### src/sv/cfp_pkg.sv
// Package for the command frame parser: character codes, enums and the result struct.
// No dependencies; cfp_core, the parser unit and the testbench refer to it by scoped names.
package cfp_pkg;

    localparam logic [7:0] CH_START = 8'h2C;
    localparam logic [7:0] CH_STOP  = 8'h2E;
    localparam logic [7:0] CH_MARK  = 8'h21;
    localparam logic [7:0] CH_ZERO  = 8'h30;
    localparam logic [7:0] CH_NINE  = 8'h39;
    localparam logic [7:0] CH_MINUS = 8'h2D;
    localparam logic [7:0] CH_PLUS  = 8'h2B;
    localparam logic [7:0] CH_SPACE = 8'h20;
    localparam logic [7:0] CH_TAB   = 8'h09;
    localparam logic [7:0] CH_CR    = 8'h0D;

    localparam int SLOT_COUNT = 5;

    typedef enum logic [1:0] {
        PH_SKIP   = 2'd0,
        PH_DIGITS = 2'd1,
        PH_DONE   = 2'd2
    } t_phase;

    typedef enum logic [1:0] {
        KIND_NAME     = 2'd0,
        KIND_STORED   = 2'd1,
        KIND_BAD_SLOT = 2'd2
    } t_kind;

    typedef struct packed {
        t_kind       frame_kind;
        logic [7:0]  slot;
        logic [15:0] value;
        logic [63:0] text_chars;
        logic [7:0]  text_length;
        logic        text_overflow;
    } t_result;

endpackage

### src/sv/cfp_if.sv
// Handshake channels of the command frame parser: received bytes in, frame results out.
// Payload widths follow the fixed field widths; no package dependency.
interface cfp_rx_if;
    logic       valid;
    logic       ready;
    logic [7:0] rx_byte;

    modport source (output valid, output rx_byte, input ready);
    modport sink   (input valid, input rx_byte, output ready);
endinterface

interface cfp_res_if;
    logic               valid;
    logic               ready;
    logic [1:0]         frame_kind;
    logic [7:0]         slot;
    logic signed [15:0] value;
    logic [63:0]        text_chars;
    logic [7:0]         text_length;
    logic               text_overflow;

    modport source (output valid, output frame_kind, output slot, output value,
                    output text_chars, output text_length, output text_overflow,
                    input ready);
    modport sink   (input valid, input frame_kind, input slot, input value,
                    input text_chars, input text_length, input text_overflow,
                    output ready);
endinterface

### src/sv/cfp_core.sv
// Frame state, text buffer and running decimal parse; one byte per step.
// Presents the result of a stop byte combinationally from the current state. Uses cfp_pkg.
module cfp_core #(
    parameter int NAME_MAX = 8
) (
    input  logic             i_clk,
    input  logic             i_rst_n,
    input  logic             i_step,
    input  logic [7:0]       i_byte,
    output cfp_pkg::t_result o_result
);

    logic              r_in_frame, n_in_frame;
    logic              r_value_mode, n_value_mode;
    logic              r_expect_slot, n_expect_slot;
    logic [7:0]        r_slot_number, n_slot_number;
    logic [7:0]        r_text_buf [NAME_MAX];
    logic [7:0]        r_text_count, n_text_count;
    logic [15:0]       r_acc, n_acc;
    cfp_pkg::t_phase   r_phase, n_phase;
    logic              r_neg, n_neg;

    logic              w_is_start, w_is_mark, w_is_stop, w_ordinary;
    logic              w_is_digit, w_is_space;
    logic [15:0]       w_digit;
    logic              w_take_slot, w_push;
    logic [15:0]       w_value;
    logic [63:0]       w_chars;
    logic              w_slot_ok;

    assign w_is_start = (i_byte == cfp_pkg::CH_START);
    assign w_is_mark  = (i_byte == cfp_pkg::CH_MARK);
    assign w_is_stop  = (i_byte == cfp_pkg::CH_STOP);
    assign w_ordinary = !w_is_start && !w_is_mark && !w_is_stop;
    assign w_is_digit = (i_byte >= cfp_pkg::CH_ZERO) && (i_byte <= cfp_pkg::CH_NINE);
    assign w_is_space = (i_byte == cfp_pkg::CH_SPACE) ||
                        ((i_byte >= cfp_pkg::CH_TAB) && (i_byte <= cfp_pkg::CH_CR));
    assign w_digit    = {12'd0, 4'(i_byte - cfp_pkg::CH_ZERO)};

    assign w_take_slot = i_step && r_in_frame && w_ordinary && r_value_mode && r_expect_slot;
    assign w_push      = i_step && r_in_frame && w_ordinary && !(r_value_mode && r_expect_slot);

    always_comb begin
        n_in_frame    = r_in_frame;
        n_value_mode  = r_value_mode;
        n_expect_slot = r_expect_slot;
        n_slot_number = r_slot_number;
        if (i_step && w_is_start) begin
            n_in_frame = 1'b1;
        end else if (i_step && w_is_mark) begin
            n_value_mode  = 1'b1;
            n_expect_slot = 1'b1;
        end else if (i_step && w_is_stop) begin
            n_in_frame    = 1'b0;
            n_value_mode  = 1'b0;
            n_expect_slot = 1'b0;
            n_slot_number = 8'd0;
        end else if (w_take_slot) begin
            n_slot_number = i_byte - cfp_pkg::CH_ZERO;
            n_expect_slot = 1'b0;
        end
    end

    always_comb begin
        n_text_count = r_text_count;
        if (i_step && w_is_start) begin
            n_text_count = 8'd0;
        end else if (w_push && r_text_count != 8'hFF) begin
            n_text_count = r_text_count + 8'd1;
        end
    end

    always_comb begin
        n_phase = r_phase;
        n_acc   = r_acc;
        n_neg   = r_neg;
        if (i_step && w_is_start) begin
            n_phase = cfp_pkg::PH_SKIP;
            n_acc   = 16'd0;
            n_neg   = 1'b0;
        end else if (w_push) begin
            unique case (r_phase)
                cfp_pkg::PH_SKIP: begin
                    if (w_is_space) begin
                        n_phase = cfp_pkg::PH_SKIP;
                    end else if (i_byte == cfp_pkg::CH_MINUS) begin
                        n_neg   = 1'b1;
                        n_phase = cfp_pkg::PH_DIGITS;
                    end else if (i_byte == cfp_pkg::CH_PLUS) begin
                        n_phase = cfp_pkg::PH_DIGITS;
                    end else if (w_is_digit) begin
                        n_acc   = w_digit;
                        n_phase = cfp_pkg::PH_DIGITS;
                    end else begin
                        n_phase = cfp_pkg::PH_DONE;
                    end
                end
                cfp_pkg::PH_DIGITS: begin
                    if (w_is_digit) begin
                        n_acc = (r_acc << 3) + (r_acc << 1) + w_digit;
                    end else begin
                        n_phase = cfp_pkg::PH_DONE;
                    end
                end
                cfp_pkg::PH_DONE: begin
                    n_phase = cfp_pkg::PH_DONE;
                end
                default: begin
                    n_phase = cfp_pkg::PH_DONE;
                end
            endcase
        end
    end

    always_ff @(posedge i_clk) begin
        if (!i_rst_n) begin
            r_in_frame    <= 1'b0;
            r_value_mode  <= 1'b0;
            r_expect_slot <= 1'b0;
            r_slot_number <= 8'd0;
            r_text_count  <= 8'd0;
            r_acc         <= 16'd0;
            r_phase       <= cfp_pkg::PH_SKIP;
            r_neg         <= 1'b0;
        end else begin
            r_in_frame    <= n_in_frame;
            r_value_mode  <= n_value_mode;
            r_expect_slot <= n_expect_slot;
            r_slot_number <= n_slot_number;
            r_text_count  <= n_text_count;
            r_acc         <= n_acc;
            r_phase       <= n_phase;
            r_neg         <= n_neg;
        end
    end

    always_ff @(posedge i_clk) begin
        for (int i = 0; i < NAME_MAX; i++) begin
            if (w_push && r_text_count == 8'(i)) begin
                r_text_buf[i] <= i_byte;
            end
        end
    end

    always_comb begin
        w_chars = 64'd0;
        for (int i = 0; i < NAME_MAX; i++) begin
            if (8'(i) < r_text_count) begin
                w_chars[8*i +: 8] = r_text_buf[i];
            end
        end
    end

    assign w_value   = r_neg ? (16'd0 - r_acc) : r_acc;
    assign w_slot_ok = (r_slot_number >= 8'd1) &&
                       (r_slot_number <= 8'(cfp_pkg::SLOT_COUNT));

    always_comb begin
        o_result.text_chars    = w_chars;
        o_result.text_length   = r_text_count;
        o_result.text_overflow = (r_text_count > 8'(NAME_MAX));
        if (r_value_mode) begin
            o_result.frame_kind = w_slot_ok ? cfp_pkg::KIND_STORED : cfp_pkg::KIND_BAD_SLOT;
            o_result.slot       = r_slot_number;
            o_result.value      = w_value;
        end else begin
            o_result.frame_kind = cfp_pkg::KIND_NAME;
            o_result.slot       = 8'd0;
            o_result.value      = 16'd0;
        end
    end

    a_slot_needs_value_mode: assert property (@(posedge i_clk) disable iff (!i_rst_n)
        r_expect_slot |-> r_value_mode)
        else $error("slot expected outside value mode");

    a_stop_clears_frame: assert property (@(posedge i_clk) disable iff (!i_rst_n)
        i_step && w_is_stop |=> !r_in_frame && !r_value_mode && r_slot_number == 8'd0)
        else $error("frame flags not cleared after stop");

    a_start_clears_parse: assert property (@(posedge i_clk) disable iff (!i_rst_n)
        i_step && w_is_start |=> r_text_count == 8'd0 && r_acc == 16'd0 && !r_neg &&
                                 r_phase == cfp_pkg::PH_SKIP)
        else $error("parse not cleared after start");

endmodule

### src/sv/command_frame_parser_unit.sv
// Command frame parser: input byte register, parser core and result register.
// A stop byte is held in the input byte register, then its result is captured in the result register.
// Throughput: one byte per cycle; a stop byte stalls only while the result register
// is full and not taken. Reset (i_rst_n low, synchronous) empties both registers,
// closes any frame and clears the parse; text buffer contents are left as they are.
module command_frame_parser_unit #(
    parameter int NAME_MAX = 8
) (
    input  logic       i_clk,
    input  logic       i_rst_n,
    cfp_rx_if.sink     i_rx,
    cfp_res_if.source  o_res
);

    logic             r_in_vld, n_in_vld;
    logic [7:0]       r_in_byte;
    logic             r_out_vld, n_out_vld;
    cfp_pkg::t_result r_res;
    cfp_pkg::t_result w_result;
    logic             w_in_stop, w_advance;

    assign w_in_stop = (r_in_byte == cfp_pkg::CH_STOP);
    assign w_advance = r_in_vld && (!w_in_stop || !r_out_vld || o_res.ready);
    assign i_rx.ready = !r_in_vld || w_advance;

    cfp_core #(
        .NAME_MAX (NAME_MAX)
    ) u_core (
        .i_clk    (i_clk),
        .i_rst_n  (i_rst_n),
        .i_step   (w_advance),
        .i_byte   (r_in_byte),
        .o_result (w_result)
    );

    always_comb begin
        n_in_vld = r_in_vld;
        if (i_rx.valid && i_rx.ready) begin
            n_in_vld = 1'b1;
        end else if (w_advance) begin
            n_in_vld = 1'b0;
        end
    end

    always_comb begin
        n_out_vld = r_out_vld;
        if (w_advance && w_in_stop) begin
            n_out_vld = 1'b1;
        end else if (o_res.ready) begin
            n_out_vld = 1'b0;
        end
    end

    always_ff @(posedge i_clk) begin
        if (!i_rst_n) begin
            r_in_vld  <= 1'b0;
            r_out_vld <= 1'b0;
        end else begin
            r_in_vld  <= n_in_vld;
            r_out_vld <= n_out_vld;
        end
    end

    always_ff @(posedge i_clk) begin
        if (i_rx.valid && i_rx.ready) begin
            r_in_byte <= i_rx.rx_byte;
        end
        if (w_advance && w_in_stop) begin
            r_res <= w_result;
        end
    end

    assign o_res.valid         = r_out_vld;
    assign o_res.frame_kind    = r_res.frame_kind;
    assign o_res.slot          = r_res.slot;
    assign o_res.value         = r_res.value;
    assign o_res.text_chars    = r_res.text_chars;
    assign o_res.text_length   = r_res.text_length;
    assign o_res.text_overflow = r_res.text_overflow;

    a_result_held: assert property (@(posedge i_clk) disable iff (!i_rst_n)
        r_out_vld && !o_res.ready |=> r_out_vld && $stable(r_res))
        else $error("pending result dropped or changed");

    a_stall_holds_byte: assert property (@(posedge i_clk) disable iff (!i_rst_n)
        r_in_vld && !w_advance |=> r_in_vld && $stable(r_in_byte))
        else $error("stalled byte lost");

    a_stall_only_on_stop: assert property (@(posedge i_clk) disable iff (!i_rst_n)
        r_in_vld && !w_advance |-> w_in_stop && r_out_vld && !o_res.ready)
        else $error("input stalled without a full result register");

    a_reset_empties: assert property (@(posedge i_clk)
        !i_rst_n |=> !r_in_vld && !r_out_vld)
        else $error("registers not emptied by reset");

endmodule

### src/flat_wrapper.sv
// flat-port wrapper written by rule: the top's interface ports become plain ports
module command_frame_parser_unit_flat 
#(
    parameter int NAME_MAX = 8
)
  (i_clk, i_rst_n, i_rx_valid, i_rx_rx_byte, i_rx_ready, o_res_valid, o_res_frame_kind, o_res_slot, o_res_value, o_res_text_chars, o_res_text_length, o_res_text_overflow, o_res_ready);
  cfp_rx_if i_rx_i ();
  cfp_res_if o_res_i ();
  input  logic i_clk;
  input  logic i_rst_n;
  input wire logic [$bits(i_rx_i.valid)-1:0] i_rx_valid;
  input wire logic [$bits(i_rx_i.rx_byte)-1:0] i_rx_rx_byte;
  output wire logic [$bits(i_rx_i.ready)-1:0] i_rx_ready;
  output wire logic [$bits(o_res_i.valid)-1:0] o_res_valid;
  output wire logic [$bits(o_res_i.frame_kind)-1:0] o_res_frame_kind;
  output wire logic [$bits(o_res_i.slot)-1:0] o_res_slot;
  output wire logic [$bits(o_res_i.value)-1:0] o_res_value;
  output wire logic [$bits(o_res_i.text_chars)-1:0] o_res_text_chars;
  output wire logic [$bits(o_res_i.text_length)-1:0] o_res_text_length;
  output wire logic [$bits(o_res_i.text_overflow)-1:0] o_res_text_overflow;
  input wire logic [$bits(o_res_i.ready)-1:0] o_res_ready;
  assign i_rx_i.valid = i_rx_valid;
  assign i_rx_i.rx_byte = i_rx_rx_byte;
  assign i_rx_ready = i_rx_i.ready;
  assign o_res_valid = o_res_i.valid;
  assign o_res_frame_kind = o_res_i.frame_kind;
  assign o_res_slot = o_res_i.slot;
  assign o_res_value = o_res_i.value;
  assign o_res_text_chars = o_res_i.text_chars;
  assign o_res_text_length = o_res_i.text_length;
  assign o_res_text_overflow = o_res_i.text_overflow;
  assign o_res_i.ready = o_res_ready;
  command_frame_parser_unit #(.NAME_MAX(NAME_MAX)) u_core (.i_clk(i_clk), .i_rst_n(i_rst_n), .i_rx(i_rx_i), .o_res(o_res_i));
endmodule
### config.mk
export PLATFORM = sky130hd
export DESIGN_NAME = command_frame_parser_unit_flat
export DESIGN_NICKNAME = d
export VERILOG_FILES = /design/src/sv/cfp_pkg.sv /design/src/sv/cfp_if.sv /design/src/sv/cfp_core.sv /design/src/sv/command_frame_parser_unit.sv /design/src/flat_wrapper.sv
export SDC_FILE = /design/constraint.sdc
export NUM_CORES = 1
export LEC_CHECK = 0
export ABC_AREA = 0
export BUFFER_PORTS_ARGS = -buffer_cell sky130_fd_sc_hd__buf_2
export CORE_MARGIN = 2
export CORE_UTILIZATION = 55
export DETAILED_ROUTE_END_ITERATION = 10
export PLACE_DENSITY = 0.83
export SLEW_MARGIN = 5
export SYNTH_ARGS = -nofsm -noshare
export SYNTH_HDL_FRONTEND = slang
export SYNTH_SLANG_ARGS = --single-unit
### constraint.sdc
create_clock -name i_clk -period 4.89 [get_ports i_clk]
set_input_delay 1.2225 -clock i_clk [delete_from_list [all_inputs] [get_ports i_clk]]
set_output_delay 1.2225 -clock i_clk [all_outputs]
set_load 0.02 [all_outputs]
* After elaboration in Yosys (flattened, before gate mapping)
Memory sizes are Yosys's and may differ from the RTL's. A register that Yosys moved wholly into a read port is not among the register bits.
Index checks and enable logic that the tools add are counted.
** Storage, ports and cells
- Register bits :: 83
- Bits in read-only memories :: 0
- Output and inout port bits :: 101
- Latch bits :: 0
- Bits of input ports :: 12
- Bits in writable memories :: 64
- Memories :: 1
** Memory list
- u_core.u_core.r_text_buf :: depth 8, width 8, read ports 8, clocked after Yosys merged registers in 8, write ports 1, line cfp_core.sv:17 : logic [7:0] r_text_buf [NAME_MAX];
** Operators by class
- Multiplexer cells :: 64
- Multiply operators :: 0
- Eq/ne operators :: 22
- Div/mod/pow operators :: 0
- Reductions and logical operators :: 67
- Shift operators :: 0
- Add/subtract/negate cells :: 5
- $lt $le $gt $ge :: 15
- Bitwise gates (word level) :: 4
** Operators by type and width (number)
- $mux W16 :: 6
- $mux W8 :: 9
- $reduce_or A8 Y1 :: 7
- $eq A8 B6 Y1 const B :: 6
- $mux W1 :: 34
- $eq A8 B3 Y1 const B :: 4
- $lt A3 B8 Y1 const A :: 4
- $pmux W16 S2 :: 1
- $logic_and A1 B1 Y1 :: 25
- $mux W3 :: 7
- $add A16 B16 Y16 :: 1
- $add A16 B4 Y16 :: 1
- $eq A8 B2 Y1 const B :: 2
- $lt A1 B8 Y1 const A :: 2
- $lt A2 B8 Y1 const A :: 2
- $sub A1 B16 Y16 const A :: 1
- $logic_not A1 Y1 :: 14
- $ne A2 B2 Y1 const B :: 7
- $mux W2 :: 6
- $reduce_bool A2 Y1 :: 6
- $add A8 B1 Y8 const B :: 1
- $eq A8 B1 Y1 const B :: 1
- $ge A8 B1 Y1 const B :: 1
- $ge A8 B4 Y1 const B :: 1
- 19 further kinds :: 28

* Longest topological paths before layout
- Word-level depth :: 19
- Gate-level depth with buffers :: 12
- Depth with buffers taken out :: 11

* Modules after synthesis
From an unflattened synthesis, not the netlist that was laid out.
** Unflattened totals
- Cell total of the unflattened synthesis :: 648
- Area total of the unflattened synthesis :: 8839.7 sq um
** Modules (own cells, without submodules)
- cfp_core :: area each 5474.0 sq um, times used 1, cells an instance 524
- command_frame_parser_unit :: area each 3365.7 sq um, times used 1, cells an instance 124

* Worst setup path before layout
OpenSTA, ideal clock, no wires.
- Path type :: reg2reg
- From :: register u_core.r_in_byte[4]
- To :: register u_core.r_res, in the netlist u_core.o_res.frame_kind[0], enable pin
- Arrival time :: 3.606 ns
- Clock period less this slack :: 4.059 ns
- Path slack :: 0.831 ns
- Cell stages (with the launch flop) :: 7
- Cells stage by stage :: edfxtp_1 inv_1 ha_1 nor3b_1 and3_1 nand3_1 inv_1
** On the way
- Word-level cells in the longest chain between the ends :: 6
** RTL lines
- from (decl) :: line command_frame_parser_unit.sv:16 : logic [7:0] r_in_byte;
- from (signal assigned) :: line command_frame_parser_unit.sv:66 : r_in_byte <= i_rx.rx_byte;
- $eq A8 B6 Y1 * :: line command_frame_parser_unit.sv:22 : assign w_in_stop = (r_in_byte == cfp_pkg::CH_STOP);
- $logic_not A1 Y1 :: line command_frame_parser_unit.sv:23 : assign w_advance = r_in_vld && (!w_in_stop || !r_out_vld || o_res.ready);
- $logic_or A1 B1 Y1 (2 in series) :: line command_frame_parser_unit.sv:23
- $logic_and A1 B1 Y1 :: line command_frame_parser_unit.sv:23
- $logic_and A1 B1 Y1 * :: line command_frame_parser_unit.sv:68 : if (w_advance && w_in_stop) begin
- to (signal assigned) :: line command_frame_parser_unit.sv:69 : r_res <= w_result;
- to (decl) :: line command_frame_parser_unit.sv:18 : cfp_pkg::t_result r_res;
Mark *: on every way between the ends. The rest lies on a longest branch, timed or not.
A chain may end at the register's enable or synchronous reset.

* Final worst setup path
- From :: register u_core.r_in_byte[4]
- To :: output port i_rx_ready
** On the way
- Word-level cells in the longest chain between the ends :: 6
** RTL lines
- $eq A8 B6 Y1 :: line command_frame_parser_unit.sv:22
- $logic_not A1 Y1 :: line command_frame_parser_unit.sv:23
- $logic_or A1 B1 Y1 (2 in series) :: line command_frame_parser_unit.sv:23
- $logic_and A1 B1 Y1 :: line command_frame_parser_unit.sv:23
- $logic_or A1 B1 Y1 :: line command_frame_parser_unit.sv:24 : assign i_rx.ready = !r_in_vld || w_advance;
- to (decl) :: line flat_wrapper.sv:13 : output wire logic [$bits(i_rx_i.ready)-1:0] i_rx_ready;
No other way between the ends.

==> results by group <==
Worst setup path
  • CP Data Required Time: roughly 3.7 ns
  • Max Fanout on Critical Path: 11
  • Startpoint Class: register
  • Number of cells on the worst reg-to-reg path: 11
  • Setup CP Type: register to output port
  • Worst setup EP type: output port
  • R2r setup slk: about 1.4 ns
  • CP Launch Point: u_core.r_in_byte[4]$_DFFE_PP_
  • Worst r2r src: u_core.r_in_byte[3]$_DFFE_PP_
  • CP arrival: 3.02 ns
  • Worst R2R End: u_core.u_core.r_acc[11]$_SDFFE_PP0P_

Place
  • Final RePlAce weighted congestion: about 0.95
  • Input/output buffers: between 100 and 150
  • DP HPWL: ~12000 µm

STA
  • Setup Total Neg Slack: 0 ns
  • Final Hold Vio Count: 0
  • Fin crit share: 0.867
  • RSZ-0062 raised after global routing: false
  • Final slew viol count: 0
  • Setup violators final: 0
  • Final setup skew: between 0.008 and 0.009 ns
  • Minimum clock period: approximately 4.2 ns
  • Relative slew slack: 0.161
  • Max Freq: 0.236 GHz
  • Hold slack final: roughly 0.5 ns
  • Worst-margin pin slew: about 1.2 ns

Drt
  • Vias per inst: 5.69
  • Routed vias: around 5700
  • DRC violations left: 0
  • Antenna violation net count after detailed routing: 0
  • Final wirelength: roughly 18000 µm
  • Initial DRT Pass Iterations: 5
  • Wirelength per Cell: approximately 18 µm
  • Initial drt markers: 500

GRT
  • Initial antenna violation count: 1
  • Pin count of the biggest net entering global routing: 72
  • Vias in the first global route: about 5500
  • Global-route congestion overflow total: 0
  • First-pass GRT wire length: 28000 µm
  • All-Layer GR Usage: 0.213

Pwr
  • Maximum vdd drop: around 220 µV
  • Static Leak: 3.81 nW
  • Power Density: between 300 and 400 nW/µm²
  • Total power: between 3 and 4 mW

Finish
  • N_diodes: 0
  • Register area: 5940 µm²
  • Nets: approximately 810
  • Area grow syn2layout: 16.2%
  • Final Util: 0.649
  • Layout cells sized above 1: 0.197
  • Multi-input logic area: approximately 2700 µm²
  • FILL cells: about 1100

Synth
  • Seq cells post-synth: about 210
  • Syn nets: about 700
  • Netlist cell types: 58
  • Synth Instances: 650
  • Post-Syn Area: 8770 µm²
  • Register area share after synthesis: 0.677
  • Synth warn: 0
  • Async SR Flop Fraction: 0
  • Number of synthesized flops with an enable pin: between 150 and 200
  • Synth Flop Type: edfxtp_1
  • Post-Syn Area per Cell: 13.5 µm²

Die
  • Rows: 46
  • Die height: 130 µm
  • Io pins: ~110
  • Die area: 17000 µm²
  • Initial Util: 0.558
  • Die W: 130 µm
  • Core ar.: between 15000 and 20000 µm²

Clock network
  • CTS Hold Bufs: 0
  • Root Buffer: clkbuf_16
  • Reg clk slew, reported paths: ~0.06 ns
  • Cts bufs inserted: 21
  • CTS tree: done
  • Clk sink count: 211
  • Max H-tree Level: 1
  • Post-CTS Repair Setup Buffers: 0
  • Bufs on Longest Clock Path: 3
  • Post-CTS Resized: 0
  • Clk Latency, worst-skew pair: about 0.5 ns

Flow run
  • Max-cap violations: 0

Status
  • Status: finished, final reports clean

Min path
  • Min-Delay Path Class: register to register
  • Worst Hold Depth: 2
  • Hold EP: u_core.u_core.r_acc[15]$_SDFFE_PP0P_
  • Hold Startpoint: u_core.u_core.r_acc[15]$_SDFFE_PP0P_
==> worst max path at each step <==
stage	endpoint	slack, ns	cells past startpoint
finish	i_rx_ready	0.65	7
CTS	i_rx_ready	0.71	7
global placement	i_rx_ready	1.35	7
detailed placement	i_rx_ready	1.27	7
global route	i_rx_ready	0.52	7
floorplan	u_core.o_res.frame_kind[0]$_SDFFCE_PN0P_	0.83	6
==> state kept, by name (all words and copies together), names as in the netlist, 2 cells and up <==
signal	flops
u_core.u_core.r_slot_number	8
u_core.u_core.r_text_buf	64
u_core.r_in_byte	8
u_core.o_res.frame_kind	2
u_core.o_res.text_length	8
u_core.o_res.value	16
u_core.u_core.r_phase	2
u_core.u_core.r_text_count	8
u_core.o_res.text_chars	64
u_core.u_core.r_acc	16
u_core.o_res.slot	8
==> Yosys cell counts, types with 2 or more instances <==
cell type  instances  share of area
nor2_1            53          0.023
a21boi_0           4         0.0034
nor2b_1           65          0.046
a21oi_1           24          0.014
o31ai_1            5         0.0043
mux2i_1            5         0.0057
dfxtp_1           40          0.091
nor4_1             5         0.0036
o21ai_1            3         0.0017
ha_1              33          0.047
a211oi_1           4         0.0034
fa_1               2         0.0046
nand3_1           15         0.0086
o21a_1             3         0.0026
xnor2_1           15          0.015
o41ai_1            2         0.0020
a21o_1             3         0.0026
clkbuf_1          14         0.0060
a22o_1             7         0.0070
a31oi_1            4         0.0029
o211ai_1           2         0.0017
nand2b_1           7         0.0050
edfxtp_1         171           0.59
and2_1            19          0.014
xor2_1            18          0.018
nor3_1            12         0.0068
inv_1             17         0.0073
buf_2              3         0.0017
o21ai_0           13         0.0074
nor4b_1            2         0.0020
nand4_1            6         0.0043
nand2_1           38          0.016
or2_2              2         0.0014
and3_1             7         0.0050
or3_1              4         0.0029
==> per-stage QoR <==
stage	instance area, µm²	setup WS, ns	cells
CTS	10200	0.712	998
finish	10200	0.649	998
global placement	9550	1.35	960
global route	10200	0.516	998
detailed placement	9550	1.27	960
floorplan	8770	0.831	650
==> area by class of cell <==
type | instances | share of cell area
inverters | 18 | 0.00675
clock buffers | 30 | 0.0573
repair buffers | 113 | 0.0569
well taps | 216 | 0.0265
clock inverters | 8 | 0.00675
flip-flops and latches | 211 | 0.582
multi-input cells | 402 | 0.264
==> power by group <==
group / switching, mW / internal, mW / leakage, nW
sequential: 0.0301 / 1.94 / 1.89
combinational: 0.0243 / 0.0161 / 1.59
clock: 0.646 / 0.889 / 0.325
==> cell usage in the layout, fill, tap and decap left out, types with 5 or more instances in the layout <==
master and n:
edfxtp_1 171, buf_2 112, nor2b_1 65, nor2_1 53, dfxtp_1 40, nand2_1 38
ha_1 33, a21oi_1 24, clkbuf_16 22, and2_1 19, xor2_1 18, inv_1 16
nand3_1 15, xnor2_1 15, o21ai_0 13, nor3_1 12, and3_1 7, nand2b_1 7
a22o_1 7, nand4_1 6, nor4_1 5, o31ai_1 5, mux2i_1 5, clkbuf_1 5
==> kinds of logic (layout without fill, tap and decap cells) <==
kind of cell / Yosys count / count (layout) / share of synthesized area
and+or+nand+nor: 246 / 246 / 0.153
DFF: 211 / 211 / 0.677
AOI/OAI and AO/OA: 83 / 83 / 0.0622
buffers and inverters: 37 / 169 / 0.0175
adders and majority gates: 35 / 35 / 0.0516
xor gates and xnor gates: 33 / 33 / 0.0329
muxes: 5 / 5 / 0.00570
==> critical path, stage by stage, from the launching register on <==
cell and delay [ns]:
edfxtp_1 0.56, inv_1 0.18, ha_1 0.20, nor3b_1 0.69, and3_1 0.28, nand2_1 0.08
or2_2 0.37, buf_2 0.17
==> layer usage <==
metal / part of all wire / vias up / global-route usage
met5: 0.00044 / - / 0
met2: 0.51 / 248 / 0.365
met1: 0.40 / 2785 / 0.269
li1: - / 2591 / -
met4: 0.031 / 2 / 0.0886
met3: 0.063 / 51 / 0.0390
Power figures use the tool's default switching activity.
